--- src/design/slpc_pkg.sv ---
`timescale 1ns / 1ps
`default_nettype none
// ----------------------------------------------------------------------------
// slpc_pkg: shared types and constants
// Item kinds, register indexes and the per-switch command/status structs.
// ----------------------------------------------------------------------------
package slpc_pkg;

	localparam int unsigned NUM_SW       = 3;
	localparam int unsigned COUNT_W      = 8;
	localparam int unsigned CFG_IDX_W    = 1;
	localparam int unsigned CFG_DATA_W   = 8;
	localparam int unsigned S_TDATA_W    = 8;
	localparam int unsigned M_TDATA_W    = 16;

	localparam logic [COUNT_W-1:0] LONG_TICKS_RST = 8'd63;
	localparam logic               RELEASE_RST    = 1'b1;

	typedef enum logic [1:0] {
		KIND_TICK = 2'd0,
		KIND_EDGE = 2'd1,
		KIND_READ = 2'd2,
		KIND_NONE = 2'd3
	} kind_t;

	typedef enum logic [CFG_IDX_W-1:0] {
		CFG_LONG_TICKS = 1'b0,
		CFG_RELEASE    = 1'b1
	} cfg_idx_t;

	// command to one switch channel, valid for one cycle
	typedef struct packed {
		logic tick;
		logic arm;
		logic clear;
		logic level;
	} sw_cmd_t;

	typedef struct packed {
		logic short_flag;
		logic long_flag;
	} sw_stat_t;

endpackage
`default_nettype wire

--- src/design/slpc_switch.sv ---
`timescale 1ns / 1ps
`default_nettype none
// ----------------------------------------------------------------------------
// slpc_switch: press timer for one switch
// Holds the armed bit, the hold counter and the sticky short/long flags.
// ----------------------------------------------------------------------------
module slpc_switch (
	input  wire logic                             clk,
	input  wire logic                             arst_n,
	input  wire slpc_pkg::sw_cmd_t                cmd,
	input  wire logic [slpc_pkg::COUNT_W-1:0]     long_ticks,
	input  wire logic                             release_level,
	output slpc_pkg::sw_stat_t                    stat
);

	logic                           armed_q;
	logic [slpc_pkg::COUNT_W-1:0]   count_q;
	logic                           short_q;
	logic                           long_q;
	logic                           is_long;
	logic                           is_short;

	assign is_long  = (count_q >= long_ticks);
	assign is_short = (cmd.level == release_level);

	always_ff @(posedge clk or negedge arst_n) begin
		if (!arst_n) begin
			armed_q <= 1'b0;
			count_q <= '0;
			short_q <= 1'b0;
			long_q  <= 1'b0;
		end else begin
			if (cmd.tick && armed_q) begin
				priority if (is_long) begin
					long_q  <= 1'b1;
					armed_q <= 1'b0;
					count_q <= '0;
				end else if (is_short) begin
					short_q <= 1'b1;
					armed_q <= 1'b0;
					count_q <= '0;
				end else begin
					count_q <= count_q + 1'b1;
				end
			end
			// re-arm keeps the running count
			if (cmd.arm)
				armed_q <= 1'b1;
			if (cmd.clear) begin
				short_q <= 1'b0;
				long_q  <= 1'b0;
			end
		end
	end

	assign stat.short_flag = short_q;
	assign stat.long_flag  = long_q;

endmodule
`default_nettype wire

--- src/design/short_long_press_classifier_top.sv ---
`timescale 1ns / 1ps
`default_nettype none
// ----------------------------------------------------------------------------
// short_long_press_classifier_top: short/long press classifier, three switches
// Stream in tick, edge and read words; read words return the latched flags.
// ----------------------------------------------------------------------------
// Usage:
//  s_* channel: one word per item, s_tuser is the kind (tick, edge, read).
//   Edge words arm the switches in edge_mask; tick words advance the hold
//   timers of armed switches and latch short or long presses.
//  m_* channel: one word for each read item: latched short and long flags
//   plus the pin levels of the read word. Flags clear on read.
//  cfg_*: registers written when cfg_we is high (0 = long press ticks,
//   1 = release level). Write only while the block is idle.
// Timing: input register, then state update and output register. m_tvalid
//  rises after a read word passes the input and output registers (two
//  register stages). One word per cycle is sustained except while a read
//  word waits; the only limit is the single output register.
// Stall: while a result waits on m_tready, ticks and edges still pass; a
//  further read word waits in the input register and s_tready drops.
// Reset: all switches disarmed, counters and flags cleared, registers at
//  63 ticks and release level 1.
// ----------------------------------------------------------------------------
module short_long_press_classifier_top (
	input  wire logic                                clk,
	input  wire logic                                arst_n,
	input  wire logic                                s_tvalid,
	output logic                                     s_tready,
	input  wire logic [slpc_pkg::S_TDATA_W-1:0] s_tdata, // edge_mask[2:0] pin_levels[5:3]
	input  wire logic [1:0]                          s_tuser,  // kind[1:0]
	output logic                                     m_tvalid,
	input  wire logic                                m_tready,
	output logic [slpc_pkg::M_TDATA_W-1:0] m_tdata, // short_flags[2:0] long_flags[5:3] levels_now[8:6]
	input  wire logic                                cfg_we,
	input  wire logic [slpc_pkg::CFG_IDX_W-1:0]      cfg_index,
	input  wire logic [slpc_pkg::CFG_DATA_W-1:0]     cfg_data
);

	localparam int unsigned N = slpc_pkg::NUM_SW;

	logic [slpc_pkg::COUNT_W-1:0] long_ticks_q;
	logic                         release_q;

	logic                  valid_s1;
	slpc_pkg::kind_t       kind_s1;
	logic [N-1:0]          mask_s1;
	logic [N-1:0]          levels_s1;
	logic                  adv_s1;
	logic                  is_read_s1;

	logic                  m_valid_q;
	logic [N-1:0]          short_out_q;
	logic [N-1:0]          long_out_q;
	logic [N-1:0]          levels_out_q;

	slpc_pkg::sw_cmd_t     cmd    [N];
	slpc_pkg::sw_stat_t    stat   [N];
	logic [N-1:0]          short_w;
	logic [N-1:0]          long_w;

	// configuration
	always_ff @(posedge clk or negedge arst_n) begin
		if (!arst_n) begin
			long_ticks_q <= slpc_pkg::LONG_TICKS_RST;
			release_q    <= slpc_pkg::RELEASE_RST;
		end else if (cfg_we) begin
			unique case (slpc_pkg::cfg_idx_t'(cfg_index))
				slpc_pkg::CFG_LONG_TICKS: long_ticks_q <= cfg_data;
				slpc_pkg::CFG_RELEASE:    release_q    <= cfg_data[0];
				default: ;
			endcase
		end
	end

	// input register
	assign is_read_s1 = (kind_s1 == slpc_pkg::KIND_READ);
	assign adv_s1     = valid_s1 && (!is_read_s1 || !m_valid_q || m_tready);
	assign s_tready   = !valid_s1 || adv_s1;

	always_ff @(posedge clk or negedge arst_n) begin
		if (!arst_n)
			valid_s1 <= 1'b0;
		else if (s_tready)
			valid_s1 <= s_tvalid;
	end

	always_ff @(posedge clk) begin
		if (s_tready && s_tvalid) begin
			kind_s1   <= slpc_pkg::kind_t'(s_tuser);
			mask_s1   <= s_tdata[N-1:0];
			levels_s1 <= s_tdata[2*N-1:N];
		end
	end

	// per-switch timers
	for (genvar i = 0; i < N; i++) begin : g_sw
		assign cmd[i].tick  = adv_s1 && (kind_s1 == slpc_pkg::KIND_TICK);
		assign cmd[i].arm   = adv_s1 && (kind_s1 == slpc_pkg::KIND_EDGE) && mask_s1[i];
		assign cmd[i].clear = adv_s1 && is_read_s1;
		assign cmd[i].level = levels_s1[i];

		slpc_switch u_sw (
			.clk          (clk),
			.arst_n       (arst_n),
			.cmd          (cmd[i]),
			.long_ticks   (long_ticks_q),
			.release_level(release_q),
			.stat         (stat[i])
		);

		assign short_w[i] = stat[i].short_flag;
		assign long_w[i]  = stat[i].long_flag;
	end

	// output register
	always_ff @(posedge clk or negedge arst_n) begin
		if (!arst_n)
			m_valid_q <= 1'b0;
		else if (adv_s1 && is_read_s1)
			m_valid_q <= 1'b1;
		else if (m_tready)
			m_valid_q <= 1'b0;
	end

	always_ff @(posedge clk) begin
		if (adv_s1 && is_read_s1) begin
			short_out_q  <= short_w;
			long_out_q   <= long_w;
			levels_out_q <= levels_s1;
		end
	end

	assign m_tvalid = m_valid_q;
	assign m_tdata  = {{(slpc_pkg::M_TDATA_W - 3*N){1'b0}},
	                   levels_out_q, long_out_q, short_out_q};

	// checks
	a_read_gives_word: assert property (@(posedge clk) disable iff (!arst_n)
		adv_s1 && is_read_s1 |=> m_tvalid)
		else $error("read word did not produce a result");

	a_flags_cleared: assert property (@(posedge clk) disable iff (!arst_n)
		adv_s1 && is_read_s1 |=> (short_w == '0) && (long_w == '0))
		else $error("flags not cleared after read");

	a_empty_ready: assert property (@(posedge clk) disable iff (!arst_n)
		!valid_s1 |-> s_tready)
		else $error("input stage empty but not ready");

	a_no_overwrite: assert property (@(posedge clk) disable iff (!arst_n)
		m_tvalid && !m_tready && is_read_s1 && valid_s1 |-> !adv_s1)
		else $error("pending result overwritten");

endmodule
`default_nettype wire
--- config.mk ---
export PLATFORM = sky130hd
export DESIGN_NAME = short_long_press_classifier_top
export DESIGN_NICKNAME = d
export VERILOG_FILES = /design/src/design/slpc_pkg.sv /design/src/design/slpc_switch.sv /design/src/design/short_long_press_classifier_top.sv
export SDC_FILE = /design/constraint.sdc
export NUM_CORES = 1
export LEC_CHECK = 0
export BUFFER_PORTS_ARGS = -buffer_cell sky130_fd_sc_hd__buf_2
export CAP_MARGIN = 20
export CORE_ASPECT_RATIO = 0.7
export CORE_UTILIZATION = 35
export DETAILED_ROUTE_END_ITERATION = 6
export GPL_TIMING_DRIVEN = 1
export PLACE_DENSITY = 0.59
export SKIP_LAST_GASP = 1
export SLEW_MARGIN = 20
export SYNTH_ARGS = -nofsm -noshare
export SYNTH_HDL_FRONTEND = slang
export SYNTH_SLANG_ARGS = --single-unit
--- constraint.sdc ---
create_clock -name clk -period 5.9 [get_ports clk]
set_clock_uncertainty 0.15 [all_clocks]
set_input_delay 0.295 -clock clk [delete_from_list [all_inputs] [get_ports clk]]
set_output_delay 0.295 -clock clk [all_outputs]
set_load 0.1 [all_outputs]
==> impl_metrics.ini <==
[global_routing]
antenna_found_initial = 0
grt_usage_pct = 15.9
first_global_vias = 2315
overflow = 0
grt_pass1_wl_mm = 11.8
grt_max_degree = 45

[clocking]
clock-sinks = 61
clk_latency_ns = 0.33
cts_htree_levels = 3
cts_resized = 0
cts-hold-fix-buffers = 8
cts_buffers = 9
clk_pin_slew_worst_paths_ns = 0.05
cts_tree = done
cts_root_buf = clkbuf_16
clock_path_buffers = 2
post_cts_buffers = 0

[placement]
finalWeightedCongestion = 0.807
hpwl_mm = 5.00
dp_slack_ns = 3.22
portBuffers = 32

[final_layout]
final_core_util_pct = 43.0
antennaDiodeCount = 0
drive_gt1_share_pct = 20.2
syn2layout_area_growth_pct = 19.2
final_net_count = 417

[detailed_routing]
drt_iter0_drc = 101
via_count = 2474
avgRoutedWirePerCell_um = 14.0
antenna_left = 0
firstDrtPassIters = 4
viasPerCell = 5.00
wirelength_mm = 6.93
route.detailed.drc = 0

[timing]
setup_viol = 0
slew_viol_final = 0
final-hold-violation-count = 0
finalCriticalPeriod_ns = 2.74
period_share_pct = 46.4
fmax_mhz = 365
setup_tns_ns = 0
whs_ns = 0.0210
tightest_slew_ns = 1.01
rsz0062_at_grt = no
relSlewSlack_pct = 32.3
finalWorstSetupSlack_ns = 3.16

[logic_synthesis]
async_flop_share_pct = 72.1
synth-seq-cells = 61
ys.flop_type = dfrtp_1
ys_seq_area_share_pct = 49.5
yosys.area.top_type = dfrtp_1
synth.distinct_cells = 47
syn_area_mm2 = 0.00327
syn_inst = 319
synth_area_leaders = dfrtp_1 28%, edfxtp_1 16%, ha_1 10%, dfstp_2 5.6%, nand2_1 4.7%
yosys_warnings = 0
synth_edf_count = 17
avgSynthCellArea_um2 = 10.3
synth_top_area_share_pct = 28.3

[pwr]
p_leak_nw = 1.69
vdd_drop_max_uv = 278
fin_total_pwr_mw = 1.29
powerDensity_mw_per_mm2 = 332

[setup_path]
worstSetupPathType = reg2reg
crit_path_start = long_ticks_q[2]
crit_required_ns = 5.98
arrival_ns = 2.82
r2r_start = long_ticks_q[2]
crit_path_start_kind = flop
crit_fanout = 11
worst_setup_path_end_kind = flop

[floorplan]
io_pins = 42
dieArea_mm2 = 0.00975
num_rows = 29
die_w_um = 118
die_h_um = 82.9
core_area_mm2 = 0.00907
initial_core_util_pct = 36.1

[job]
max_cap_violations = 0

[min_path]
hp-start = s_tvalid
hold_path_class = in2reg

[outcome]
status = finished clean
==> report_power, final <==
| group | switching [mW] | total [mW] | internal (mW) |
|---|---|---|---|
| clock network | 0.189 | 0.469 | 0.280 |
| logic | 0.181 | 0.278 | 0.0970 |
| registers | 0.0509 | 0.547 | 0.497 |
| total | 0.421 | 1.29 | 0.874 |
==> Yosys cell counts (all sizes together) (7+ instances only) <==
| cell type | instances |
|---|---|
| ha | 27 |
| inv | 19 |
| nand2 | 44 |
| nand3 | 22 |
| dfrtp | 37 |
| a31oi | 9 |
| buf | 11 |
| dfstp | 7 |
| edfxtp | 17 |
| nor3 | 7 |
| o21ai | 24 |
| nor2 | 21 |
| nor2b | 7 |
| nand4 | 9 |
| a21oi | 9 |
==> cell families (layout without fill, tap and decap cells) <==
kind of cell | Yosys count | in the layout | synth area share [%]
simple gates | 126 | 126 | 19.2
compound gates | 64 | 64 | 13.2
flops | 61 | 61 | 49.5
buf+inv | 31 | 77 | 4.51
fa+ha+maj | 27 | 27 | 10.3
mux | 6 | 6 | 1.91
xor+xnor | 3 | 3 | 1.26
other cells | 1 | 7 | 0.115
==> area by class of cell <==
type | count | area (µm²)
Inverter | 19 | 71.3
Clock buffer | 9 | 225
Multi-Input combinational cell | 233 | 1530
Clock inverter | 7 | 42.5
Tap cell | 124 | 155
Fill cell | 879 | 5170
Sequential cell | 61 | 1620
Timing Repair Buffer | 42 | 260
==> registers in the layout (all words and copies together) (netlist names) <==
| name | flops |
|---|---|
| g_sw.u_sw.count_q | 24 |
| long_ticks_q | 8 |
| g_sw.u_sw.armed_q | 3 |
| g_sw.u_sw.long_q | 3 |
| g_sw.u_sw.short_q | 3 |
| levels_out_q | 3 |
| levels_s1 | 3 |
| long_out_q | 3 |
| mask_s1 | 3 |
| short_out_q | 3 |
| kind_s1 | 2 |
| m_tvalid | 1 |
| release_q | 1 |
| valid_s1 | 1 |
==> layer usage <==
layer / vias up / routed length, µm / global-route usage [%]
met1: 1178 / 3570 / 23.0
met5: - / 0 / 0
met4: 0 / 88 / 5.59
li1: 1222 / - / -
met3: 8 / 445 / 5.91
met2: 66 / 2820 / 21.4
==> cell usage in the layout, fill, tap and decap left out, types with 4 or more instances in the layout <==
master	n
nand2_1	41
a21oi_1	9
nor3_1	7
nor2_1	21
o21ai_0	10
dfstp_2	7
clkbuf_16	9
o22ai_1	5
nand3_1	20
dlygate4sd3_1	9
nand4_1	9
a31oi_1	9
edfxtp_1	17
ha_1	27
inv_1	19
and2_1	4
nor2b_1	6
o21ai_1	13
conb_1	7
dfrtp_1	37
mux2i_1	4
buf_2	31
==> per-stage QoR <==
stage                     instances  area (µm²)
final                           495        3900
after CTS                       494        3890
after global routing            495        3900
after global placement          470        3540
after floorplan                 325        3290
after detailed placement        470        3540
==> critical path: stages (launching register included) <==
cell      delay (ns)
dfstp_2         0.51
inv_1           0.10
ha_1            0.32
a211oi_1        0.22
o21ai_1         0.12
a211oi_2        0.70
nand2_2         0.23
o311ai_1        0.28
==> worst paths after layout <==
kind / to / slack, ns / cells past startpoint
setup / recovery: g_sw[1].u_sw.count_q[2] / 3.16 / 7
hold / removal: valid_s1 / 0.02 / 2
setup reg to reg: g_sw[1].u_sw.count_q[2] / 3.16 / 7
hold reg to reg: long_out_q[1] / 0.30 / 0
max in group asynchronous: g_sw[0].u_sw.short_q / 4.85 / 2
min in group asynchronous: long_ticks_q[6] / 0.36 / 2
No activity file was read; power rests on OpenSTA's default activity.
